<file path="config.mk">
export PLATFORM = sky130hd
export DESIGN_NAME = ntsc_composite_signal_gen_core
export DESIGN_NICKNAME = d
export VERILOG_FILES = /design/src/ncsg_pkg.sv /design/src/ntsc_composite_signal_gen_core.sv /design/src/ncsg_sequencer.sv /design/src/ncsg_level.sv
export SDC_FILE = /design/constraint.sdc
export NUM_CORES = 1
export LEC_CHECK = 0
export BUFFER_PORTS_ARGS = -buffer_cell sky130_fd_sc_hd__buf_2
export CAP_MARGIN = 20
export CORE_UTILIZATION = 50
export CTS_BUF_LIST = sky130_fd_sc_hd__clkbuf_4 sky130_fd_sc_hd__clkbuf_8
export DETAILED_ROUTE_END_ITERATION = 16
export PLACE_DENSITY = 0.83
export SKIP_LAST_GASP = 1
export SLEW_MARGIN = 20
export SYNTH_ARGS = -nofsm -noshare
export SYNTH_HDL_FRONTEND = slang
export SYNTH_SLANG_ARGS = --single-unit
</file>
<file path="constraint.sdc">
create_clock -name clk -period 8.1 [get_ports clk]
set_input_delay 2.43 -clock clk [delete_from_list [all_inputs] [get_ports clk]]
set_output_delay 2.43 -clock clk [all_outputs]
set_load 0.02 [all_outputs]
</file>
<file path="src/ncsg_pkg.sv">
`default_nettype none

package ncsg_pkg;

	localparam int SAMPLES_PER_PIXEL_DEF = 8;
	localparam int FRACTION_BITS_DEF = 14;

	localparam logic [3:0] PHASE_COUNT = 4'd12;
	localparam logic [3:0] HALF_PERIOD = 4'd6;
	localparam logic [3:0] HUE_LOW_ONLY = 4'h0C;
	localparam logic [3:0] HUE_FORCED = 4'h0D;
	localparam logic [3:0] HUE_HIGH_ONLY = 4'h0;
	localparam logic [3:0] EMPH_OFFSET_1 = 4'd4;
	localparam logic [3:0] EMPH_OFFSET_2 = 4'd8;

	localparam longint ATTEN_MILLI = 746;
	localparam longint UNITY_MILLI = 1000;
	localparam longint BLACK_MICRO = 518000;
	localparam longint SPAN_MICRO = 1444000;

	localparam int LEVEL_COUNT = 16;
	localparam int SAMPLE_W = 16;

	typedef struct packed {
		logic       valid;
		logic [8:0] pixel;
		logic [3:0] phase;
		logic [2:0] sample_index;
		logic       last;
	} ncsg_work_t;

	function automatic longint volt_milli(input int idx);
		case (idx)
			0: volt_milli = 350;
			1: volt_milli = 518;
			2: volt_milli = 962;
			3: volt_milli = 1550;
			4: volt_milli = 1094;
			5: volt_milli = 1506;
			6: volt_milli = 1962;
			default: volt_milli = 1962;
		endcase
	endfunction

	// Entry index is {attenuate, high voltage, level}.
	function automatic logic [LEVEL_COUNT*SAMPLE_W-1:0] build_levels(input int fb);
		longint micro;
		longint diff;
		longint mag;
		longint quo;
		logic [LEVEL_COUNT*SAMPLE_W-1:0] tbl;
		tbl = '0;
		for (int i = 0; i < LEVEL_COUNT; i++) begin
			micro = volt_milli(i % 8) * ((i >= 8) ? ATTEN_MILLI : UNITY_MILLI);
			diff = micro - BLACK_MICRO;
			mag = (diff < 0) ? -diff : diff;
			quo = ((mag << fb) + SPAN_MICRO / 2) / SPAN_MICRO;
			if (diff < 0) begin
				quo = -quo;
			end
			tbl[i*SAMPLE_W +: SAMPLE_W] = quo[SAMPLE_W-1:0];
		end
		return tbl;
	endfunction

	function automatic logic [3:0] phase_inc(input logic [3:0] ph);
		return (ph >= PHASE_COUNT - 4'd1) ? 4'd0 : ph + 4'd1;
	endfunction

	function automatic logic [3:0] phase_mod(input logic [3:0] v);
		return (v >= PHASE_COUNT) ? v - PHASE_COUNT : v;
	endfunction

	function automatic logic square_high(input logic [3:0] offset, input logic [3:0] ph);
		logic [4:0] sum;
		logic [4:0] red;
		sum = {1'b0, offset} + {1'b0, ph};
		if (sum >= {PHASE_COUNT, 1'b0}) begin
			red = sum - {PHASE_COUNT, 1'b0};
		end else if (sum >= {1'b0, PHASE_COUNT}) begin
			red = sum - {1'b0, PHASE_COUNT};
		end else begin
			red = sum;
		end
		return red < {1'b0, HALF_PERIOD};
	endfunction

endpackage

`default_nettype wire

</file>
<file path="src/ntsc_composite_signal_gen_core.sv">
// The first sample of a pixel is registered in the pixel register, then in the output register.
// Throughput: one sample per cycle while out_ready does not stall the output, set by
// the sample counter that steps the pixel register through its phases.
// A new pixel is taken in the cycle the last sample of the previous one enters the output register.
// Reset clears the subcarrier phase to zero and empties the pixel and output registers.
`default_nettype none

module ntsc_composite_signal_gen_core import ncsg_pkg::*; #(
	parameter int SAMPLES_PER_PIXEL = SAMPLES_PER_PIXEL_DEF,
	parameter int FRACTION_BITS = FRACTION_BITS_DEF
) (
	input  wire logic          clk,
	input  wire logic          arst_n,
	input  wire logic          in_valid,
	output logic               in_ready,
	input  wire logic [8:0]    pixel,
	input  wire logic          phase_load,
	input  wire logic [3:0]    phase_value,
	output logic               out_valid,
	input  wire logic          out_ready,
	output logic signed [15:0] sample,
	output logic [2:0]         sample_index,
	output logic               last
);

	ncsg_work_t work;
	logic       take;

	ncsg_sequencer #(
		.SAMPLES_PER_PIXEL(SAMPLES_PER_PIXEL)
	) u_seq (
		.clk(clk),
		.arst_n(arst_n),
		.in_valid(in_valid),
		.in_ready(in_ready),
		.pixel(pixel),
		.phase_load(phase_load),
		.phase_value(phase_value),
		.take(take),
		.work(work)
	);

	ncsg_level #(
		.FRACTION_BITS(FRACTION_BITS)
	) u_level (
		.clk(clk),
		.arst_n(arst_n),
		.work(work),
		.take(take),
		.out_valid(out_valid),
		.out_ready(out_ready),
		.sample(sample),
		.sample_index(sample_index),
		.last(last)
	);

endmodule

`default_nettype wire

</file>
<file path="src/ncsg_sequencer.sv">
`default_nettype none

module ncsg_sequencer import ncsg_pkg::*; #(
	parameter int SAMPLES_PER_PIXEL = SAMPLES_PER_PIXEL_DEF
) (
	input  wire logic       clk,
	input  wire logic       arst_n,
	input  wire logic       in_valid,
	output logic            in_ready,
	input  wire logic [8:0] pixel,
	input  wire logic       phase_load,
	input  wire logic [3:0] phase_value,
	input  wire logic       take,
	output ncsg_work_t      work
);

	localparam int IDX_W = (SAMPLES_PER_PIXEL > 1) ? $clog2(SAMPLES_PER_PIXEL) : 1;
	localparam logic [IDX_W-1:0] IDX_LAST = IDX_W'(SAMPLES_PER_PIXEL - 1);

	logic             busy_q;
	logic [IDX_W-1:0] idx_q;
	logic [3:0]       phase_q;
	logic [8:0]       pixel_s1;
	logic             is_last;
	logic             step;
	logic             accept;
	logic [3:0]       phase_base;
	logic [3:0]       idx_wide;

	assign is_last = (idx_q == IDX_LAST);
	assign step = busy_q && take;
	assign in_ready = !busy_q || (take && is_last);
	assign accept = in_valid && in_ready;
	assign phase_base = step ? phase_inc(phase_q) : phase_q;
	assign idx_wide = 4'(idx_q);

	always_ff @(posedge clk or negedge arst_n) begin
		if (!arst_n) begin
			busy_q <= 1'b0;
			idx_q <= '0;
			phase_q <= 4'd0;
		end else begin
			if (accept) begin
				busy_q <= 1'b1;
				idx_q <= '0;
				phase_q <= phase_load ? phase_mod(phase_value) : phase_base;
			end else if (step) begin
				phase_q <= phase_inc(phase_q);
				idx_q <= IDX_W'(idx_q + 1'b1);
				if (is_last) begin
					busy_q <= 1'b0;
				end
			end
		end
	end

	always_ff @(posedge clk) begin
		if (accept) begin
			pixel_s1 <= pixel;
		end
	end

	always_comb begin
		work.valid = busy_q;
		work.pixel = pixel_s1;
		work.phase = phase_q;
		work.sample_index = idx_wide[2:0];
		work.last = is_last;
	end

endmodule

`default_nettype wire

</file>
<file path="src/ncsg_level.sv">
`default_nettype none

module ncsg_level import ncsg_pkg::*; #(
	parameter int FRACTION_BITS = FRACTION_BITS_DEF
) (
	input  wire logic               clk,
	input  wire logic               arst_n,
	input  wire ncsg_work_t         work,
	output logic                    take,
	output logic                    out_valid,
	input  wire logic               out_ready,
	output logic signed [15:0]      sample,
	output logic [2:0]              sample_index,
	output logic                    last
);

	localparam logic [LEVEL_COUNT*SAMPLE_W-1:0] LEVEL_TABLE = build_levels(FRACTION_BITS);

	logic [3:0] hue;
	logic [1:0] lvl;
	logic [2:0] emph;
	logic       sel_hi;
	logic       atten;
	logic [3:0] entry;
	logic       out_valid_q;

	always_comb begin
		hue = work.pixel[3:0];
		lvl = (hue > HUE_FORCED) ? 2'd1 : work.pixel[5:4];
		emph = work.pixel[8:6];
		if (hue == HUE_HIGH_ONLY) begin
			sel_hi = 1'b1;
		end else if (hue > HUE_LOW_ONLY) begin
			sel_hi = 1'b0;
		end else begin
			sel_hi = square_high(hue, work.phase);
		end
		atten = (hue <= HUE_FORCED) &&
			((emph[0] && square_high(4'd0, work.phase)) ||
			 (emph[1] && square_high(EMPH_OFFSET_1, work.phase)) ||
			 (emph[2] && square_high(EMPH_OFFSET_2, work.phase)));
		entry = {atten, sel_hi, lvl};
	end

	assign take = !out_valid_q || out_ready;
	assign out_valid = out_valid_q;

	always_ff @(posedge clk or negedge arst_n) begin
		if (!arst_n) begin
			out_valid_q <= 1'b0;
		end else if (take) begin
			out_valid_q <= work.valid;
		end
	end

	always_ff @(posedge clk) begin
		if (take && work.valid) begin
			sample <= LEVEL_TABLE[entry*SAMPLE_W +: SAMPLE_W];
			sample_index <= work.sample_index;
			last <= work.last;
		end
	end

endmodule

`default_nettype wire

</file>
# Yosys cells after proc, flatten, opt, wreduce, memory -nomap -nowiden
# Index checks and enable logic that the tools add are counted.
[classes]
muxes = 23
n_lt_le_gt_ge = 17
reduce_logical = 17
shift = 1
n_addsub = 14
n_eq_ne = 1
[op_table]
columns = ["operator", "count"]
rows = [
  ["$shiftx A256 B9 Y16 const A", 1],
  ["$mux W5", 10],
  ["$lt A5 B3 Y1 const B", 4],
  ["$mux W4", 5],
  ["$ge A5 B4 Y1 const B", 3],
  ["$ge A5 B5 Y1 const B", 3],
  ["$sub A5 B4 Y5 const B", 3],
  ["$sub A5 B5 Y5 const B", 3],
  ["$ge A4 B4 Y1 const B", 3],
  ["$gt A4 B4 Y1 const B", 2],
  ["$logic_and A1 B1 Y1", 7],
  ["$mux W3", 2],
  ["$add A3 B4 Y5 const A", 1],
  ["$add A4 B4 Y5", 1],
  ["$add A4 B4 Y5 const A", 1],
  ["$ge A4 B5 Y1 const B", 1],
  ["$mux W1", 5],
  ["$sub A4 B4 Y5 const B", 1],
  ["$sub A4 B5 Y5 const B", 1],
  ["$add A4 B1 Y4 const B", 1],
  ["$le A4 B4 Y1 const B", 1],
  ["$logic_not A4 Y1", 1],
  ["$logic_or A1 B1 Y1", 4],
  ["$reduce_bool A2 Y1", 2],
  ["other kinds (6)", 7],
]
[word_totals]
elab_cells = 81
in_bits = 18
reg_bits = 38

# Depth between registers and ports, before layout
# Gate-level depths: netlist (run 1).
[logic_depth]
depth_word = 10
depth_mapped = 15

# Hierarchy
# From an unflattened synthesis (run 1), not the netlist that was laid out.
[hier_totals]
cells_unflattened = 220
hier_area_um2 = 2501.1
[by_module_without_submodules]
columns = ["module", "n_inst", "seq_area_each_um2", "cells_each", "area_per_inst_um2"]
rows = [
  ["ncsg_level", 1, 625.6, 156, 1639.1],
  ["ncsg_sequencer", 1, 470.5, 64, 862.1],
]

# Least setup slack after synthesis (run 1)
# Ideal clock, no wire load.
[synth_timing]
path_type = "in2out"
start = "input out_ready"
end = "output in_ready"
arrival_ns = 2.884
slack_ns = 2.786
path_stages = 2
t_required_ns = 5.670
n_path_buf = 0
path_cell_list = "nand2b_1 > a21bo_2"
[synth_via]
elab_chain_cells = 3
[synth_lines]
columns = ["item", "line", "text"]
rows = [
  ["start, declared", "ntsc_composite_signal_gen_core.sv:20", "input wire logic out_ready,"],
  ["$logic_or A1 B1 Y1", "ncsg_level.sv:45", "assign take = !out_valid_q || out_ready;"],
  ["$logic_and A1 B1 Y1", "ncsg_sequencer.sv:32", "assign in_ready = !busy_q || (take && is_last);"],
  ["$logic_or A1 B1 Y1", "ncsg_sequencer.sv:32", ""],
  ["end, declared", "ntsc_composite_signal_gen_core.sv:15", "output logic in_ready,"],
]
# Every way passes these cells.

# Worst setup path after layout (run 1)
# Ends and elaborated chain as after synthesis.

==> results of run 1 <==
[cell families (layout without fill, tap and decap cells)]
| logic type | count (synthesis) | after routing | share of synthesized area |
|---|---|---|---|
| and+or+nand+nor | 54 | 54 | 0.107 |
| AOI/OAI and AO/OA | 60 | 60 | 0.186 |
| adders and majority gates | 29 | 29 | 0.146 |
| xor gates and xnor gates | 4 | 4 | 0.0138 |
| muxes | 17 | 17 | 0.0691 |
| DFF | 38 | 38 | 0.433 |
| buffers and inverters | 25 | 67 | 0.0449 |
[placed cells by master (no fill, tap or decap), drive strengths merged, types with 3 or more instances in the layout]
master and instances:
o21ai 6, a21o 5, nand2 19, inv 19
o31ai 3, mux2i 13, a2111oi 4, nand3 4
a221o 3, a31o 3, clkbuf 5, nor2 11
buf 40, dfrtp 9, xnor2 3, a21oi 11
mux2 4, a31oi 3, edfxtp 29, a211oi 3
or3 3, nand2b 4, ha 28
[layer usage]
layer / GRT usage / share of wire / vias to the layer above
li1: - / - / 933
met4: 0.0763 / 0.015 / 0
met1: 0.232 / 0.45 / 892
met5: 0 / 0 / -
met3: 0.0497 / 0.039 / 10
met2: 0.326 / 0.49 / 53
[registers in the layout, summed over array words and instances (netlist names)]
| register | count |
|---|---|
| u_level.last | 1 |
| u_level.out_valid | 1 |
| u_level.sample | 16 |
| u_level.sample_index | 3 |
| u_seq.busy_q | 1 |
| u_seq.idx_q | 3 |
| u_seq.phase_q | 4 |
| u_seq.pixel_s1 | 9 |
[final timing paths]
kind                                                end  slack, ns  cells past startpoint
min in group asynchronous                u_seq.idx_q[2]       1.97                      1
worst min register to register  u_level.sample_index[1]       0.49                      0
worst max register to register       u_level.sample[14]       4.17                     12
max in group asynchronous              u_seq.phase_q[3]       5.95                      1
worst min-delay path            u_level.sample_index[1]       0.49                      0
worst max-delay path                           in_ready       2.55                      4
[power groups by stage]
| stage | Sequential (mW) | Combinational (mW) | Clock (mW) |
|---|---|---|---|
| floorplan | 0.422 | 0.565 | 0 |
| global placement | 0.367 | 0.735 | 0 |
| detailed placement | 0.368 | 0.758 | 0 |
| CTS | 0.364 | 0.763 | 0.195 |
| global route | 0.374 | 0.843 | 0.204 |
| finish | 0.364 | 0.769 | 0.193 |
[layout make-up]
cell class	count	area, sq um
Tap cell	67	83.8
Fill cell	395	1870
Multi-Input combinational cell	164	1320
Sequential cell	38	1100
Timing Repair Buffer	40	203
Clock inverter	3	68.8
Inverter	19	71.3
Clock buffer	5	68.8
[Yosys cell counts, types with 2 or more instances]
cell type,n
or3_1,2
o31ai_1,3
a21o_1,5
dfrtp_1,9
mux2_2,4
a21oi_1,11
a22o_1,2
a2111oi_0,2
and3_1,2
o21ai_0,5
and2_1,2
mux2i_1,13
a221o_1,3
xnor2_1,3
nor2_1,11
ha_1,28
o22ai_1,2
nand2b_1,4
a211oi_1,3
a31oi_1,3
nor3b_1,2
buf_6,2
a2111oi_2,2
nand3_1,4
inv_1,19
nand2_1,19
a31o_2,3
nor3_1,2
edfxtp_1,29
[critical path, stage by stage]
cell      delay (ns)
buf_2           0.09
nand2b_1        0.19
a21bo_2         0.25
buf_2           0.16
==> impl_metrics.ini, run 1 <==
[die]
core_sq_mm = 0.00479
die_x_um = 73.2
fp-row-count = 25
boundaryPins = 40
initial_core_util = 0.529
die_area_sq_mm = 0.00536
die_y_um = 73.2

[clocking]
clk_pin_slew_ns = 0.08
insertion_delay_ns = 0.29
cts-resized-gates = 0
cts_buffers = 5
cts_tree = yes
clock_sinks = 38
root_buffer = clkbuf_8
postCtsSetupBuffers = 0
ctsHoldBuffers = 0
h-tree-depth = 2
clockBufferDepth = 2

[synthesis]
synth_flop_cell = edfxtp_1
synthTopCellsByArea = edfxtp_1 34%, ha_1 14%, dfrtp_1 8.9%, mux2i_1 5.1%, inv_1 2.8%
yosysWarningCount = 0
synth_edf_count = 29
syn-mean-instance-area_sq_um = 11.2
synth_top_area_frac = 0.344
ys_types = 57
syn_nets = 274
synth_area_sq_mm = 0.00253
yosysTopAreaCell = edfxtp_1
syn_inst = 227
synthArstFlopShare = 0.237
ys_ff_latch = 38
ys_seq_area_frac = 0.433

[placed_design]
dpl.hpwl_mm = 3.44
place_inst = 328
place_congestion = 0.851
port-buffer-count = 39
place_ws_ns = 2.55
placed_area_sq_mm = 0.00278

[power]
p_clk_frac = 0.145
swShare = 0.421
power_leakage_nw = 1.30
power.density_mw_per_mm2 = 455
power.total_mw = 1.33
pwr-share-comb = 0.580
seq_power_share = 0.274
power.switching_mw = 0.558
irDropWorstVdd_v = 0.000177
p_int_mw = 0.768

[critical_path]
crit_required_ns = 5.67
crit_start = out_ready
reg2reg_from = u_seq.phase_q[1]
crit_type = in -> out
cp-end-kind = output port
crit_arrival_ns = 3.12
crit_path_start_kind = primary input
worstPathMaxFanout = 5

[global_routing]
gr-usage-all-layers = 0.192
grt_max_degree = 25
grt_pass1_wl_mm = 7.85
antenna_found_initial = 0
grt_overflow = 0
grt_pass1_vias = 1783

[sta]
report.final.slew_viol_count = 0
fin_tns_setup_ns = 0
hold_viol_final = 0
fin_worst_hold_slack_ns = 0.491
relSlewSlack = 0.458
tightest_slew_ns = 0.812
period_share = 0.685
rsz0062_at_grt = no
fin_ws_ns = 2.55
setup_violations = 0
max_clock_freq_mhz = 180
layout_min_cycle_time_ns = 5.55
skew_ns = 0.00760

[layout]
antenna_cells = 0
layout-drive-gt1-share = 0.227
fin_util = 0.609
layout.nets = 315
instances_no_fill = 336
area_growth_pct = 15.1
final_area_sq_mm = 0.00292

[outcome]
status = complete, no violations

[route]
drtPass1Iterations = 4
drc = 0
drtIter0Drc = 102
vias_per_cell = 5.62
vias = 1888
antenna_left = 0
wl_per_cell_um = 13.9
wl_mm = 4.66

[min_path]
min_path_type = reg -> reg
hp-start = u_seq.idx_q[1]

[job]
cap_violations = 0
Power figures use the tool's default switching activity.
==> inputs of run 2 (changes only) <==
Clock period 8.1 ns to 5.3 ns, I/O delays scaled along.
==> run 2 against run 1 <==
Effect of this change:
- final cell count unchanged
- die area unchanged
- routed wire length rose by 1.2%
- core utilization decreased by 0.37 points
- setup slack got worse by 1.2 ns
- total power increased by 50%
==> impl_metrics.ini, run 2 (synthesis gave the netlist of run 1 again) <==
[outcome]
status = complete, no violations

[layout]
antenna_cells = 0
largest_reg_flops = 16
largest_register = u_level.sample
fill_cells = 402
layout-drive-gt1-share = 0.227
multi_input_area_sq_mm = 0.00132
regArea_sq_mm = 0.00110
final_area_sq_mm = 0.00290
area_growth_pct = 14.4
top_regs = u_level.sample x16, u_seq.pixel_s1 x9, u_seq.phase_q x4
instances_no_fill = 336
layout_commonest_cell = buf_2
fin_util = 0.605
layout_common_cells = 39 x buf_2, 29 x edfxtp_1, 28 x ha_1
layout.nets = 315

[global_routing]
antenna_found_initial = 0
grt_max_degree = 25
gr-usage-all-layers = 0.191
grt_overflow = 0
grt_pass1_wl_mm = 7.64
grt_pass1_vias = 1721

[route]
drtIter0Drc = 134
drc = 0
drtPass1Iterations = 4
antenna_left = 0
wl_mm = 4.72
vias = 1896
vias_per_cell = 5.64
wl_per_cell_um = 14.0

[placed_design]
place_congestion = 0.863
place_inst = 328
port-buffer-count = 39
dpl.hpwl_mm = 3.41
placed_area_sq_mm = 0.00278

[die]
die_area_sq_mm = 0.00536
initial_core_util = 0.529
die_y_um = 73.2
die_x_um = 73.2
boundaryPins = 40
fp-row-count = 25
core_sq_mm = 0.00479

[power]
irDropWorstVdd_v = 0.000281
power.density_mw_per_mm2 = 686
power_leakage_nw = 1.30

[critical_path]
critical-path-top-delay-family = compound AO/OA/AOI/OAI gates
crit_chain = ha_1 > fa_1 > a21o_1 > a21oi_1 > inv_1 > ha_1 > o21bai_1 > a31o_2 > or3_4 > ha_1 > a221o_1
max_stage_delay_ns = 0.49
cp-end-kind = flop
crit_required_ns = 5.35
crit_arrival_ns = 3.98
r2r_setup_slack_ns = 1.37
critPathMostFrequentCell = ha_1
crit_type = reg -> reg
crit_path_start_kind = flop
critical_path_buf_inv_count = 1
worstPathMaxFanout = 14
cp_slowest_cell = or3_4

[clocking]
clk_pin_slew_ns = 0.07
cts_tree = yes
cts-resized-gates = 0
insertion_delay_ns = 0.29
postCtsSetupBuffers = 0
h-tree-depth = 2
ctsHoldBuffers = 0
clockBufferDepth = 2
clock_sinks = 38
root_buffer = clkbuf_8
cts_buffers = 5

[sta]
layout_min_cycle_time_ns = 3.93
max_clock_freq_mhz = 254
report.final.slew_viol_count = 0
rsz0062_at_grt = no
setup_violations = 0
relSlewSlack = 0.440
period_share = 0.742
tightest_slew_ns = 0.840
fin_tns_setup_ns = 0
skew_ns = 0.00738
fin_worst_hold_slack_ns = 0.488
hold_viol_final = 0

[job]
cap_violations = 0

[min_path]
min_path_type = reg -> reg
==> run 2: worst register-to-register path: cells and delay by family (launching register included) <==
family	cells	cell delay [ns]
adders and majority gates	4	1.24
buffers and inverters	1	0.12
DFF	1	0.48
AOI/OAI and AO/OA	5	1.36
and+or+nand+nor	1	0.49
==> run 2: per-layer routing <==
| layer | vias to the layer above | GRT usage | wire (um) |
|---|---|---|---|
| li1 | 935 | - | - |
| met1 | 887 | 0.236 | 2090 |
| met2 | 66 | 0.321 | 2290 |
| met3 | 8 | 0.0470 | 264 |
| met4 | 0 | 0.0741 | 77 |
| met5 | - | 0 | 0 |
==> run 2: area by class of cell <==
class | count | area share
Tap cell | 67 | 0.0289
Multi-Input combinational cell | 164 | 0.457
Inverter | 19 | 0.0246
Sequential cell | 38 | 0.378
Timing Repair Buffer | 40 | 0.0699
Clock inverter | 1 | 0.0104
Clock buffer | 7 | 0.0311
==> run 2: power by group <==
| part | internal [mW] | switching [mW] | leakage (nW) | total [mW] |
|---|---|---|---|---|
| sequential | 0.486 | 0.0729 | 0.381 | 0.559 |
| clock | 0.159 | 0.101 | 0.0619 | 0.259 |
| combinational | 0.499 | 0.671 | 0.852 | 1.17 |
| total | 1.14 | 0.844 | 1.30 | 1.99 |
==> run 2: final timing paths <==
check                      cells after the start                       to             start
setup / recovery                              11       u_level.sample[14]  u_seq.phase_q[0]
hold / removal                                 0  u_level.sample_index[1]    u_seq.idx_q[1]
setup reg to reg                              11       u_level.sample[14]  u_seq.phase_q[0]
hold reg to reg                                0  u_level.sample_index[1]    u_seq.idx_q[1]
max in group asynchronous                      1         u_seq.phase_q[0]            arst_n
min in group asynchronous                      1         u_seq.phase_q[3]            arst_n
==> run 2: metrics by stage <==
stage	power, mW	worst slack, ns
floorplan	1.51	1.67
global placement	1.68	1.45
detailed placement	1.72	1.43
CTS	1.99	1.40
global route	2.13	1.19
finish	1.99	1.37
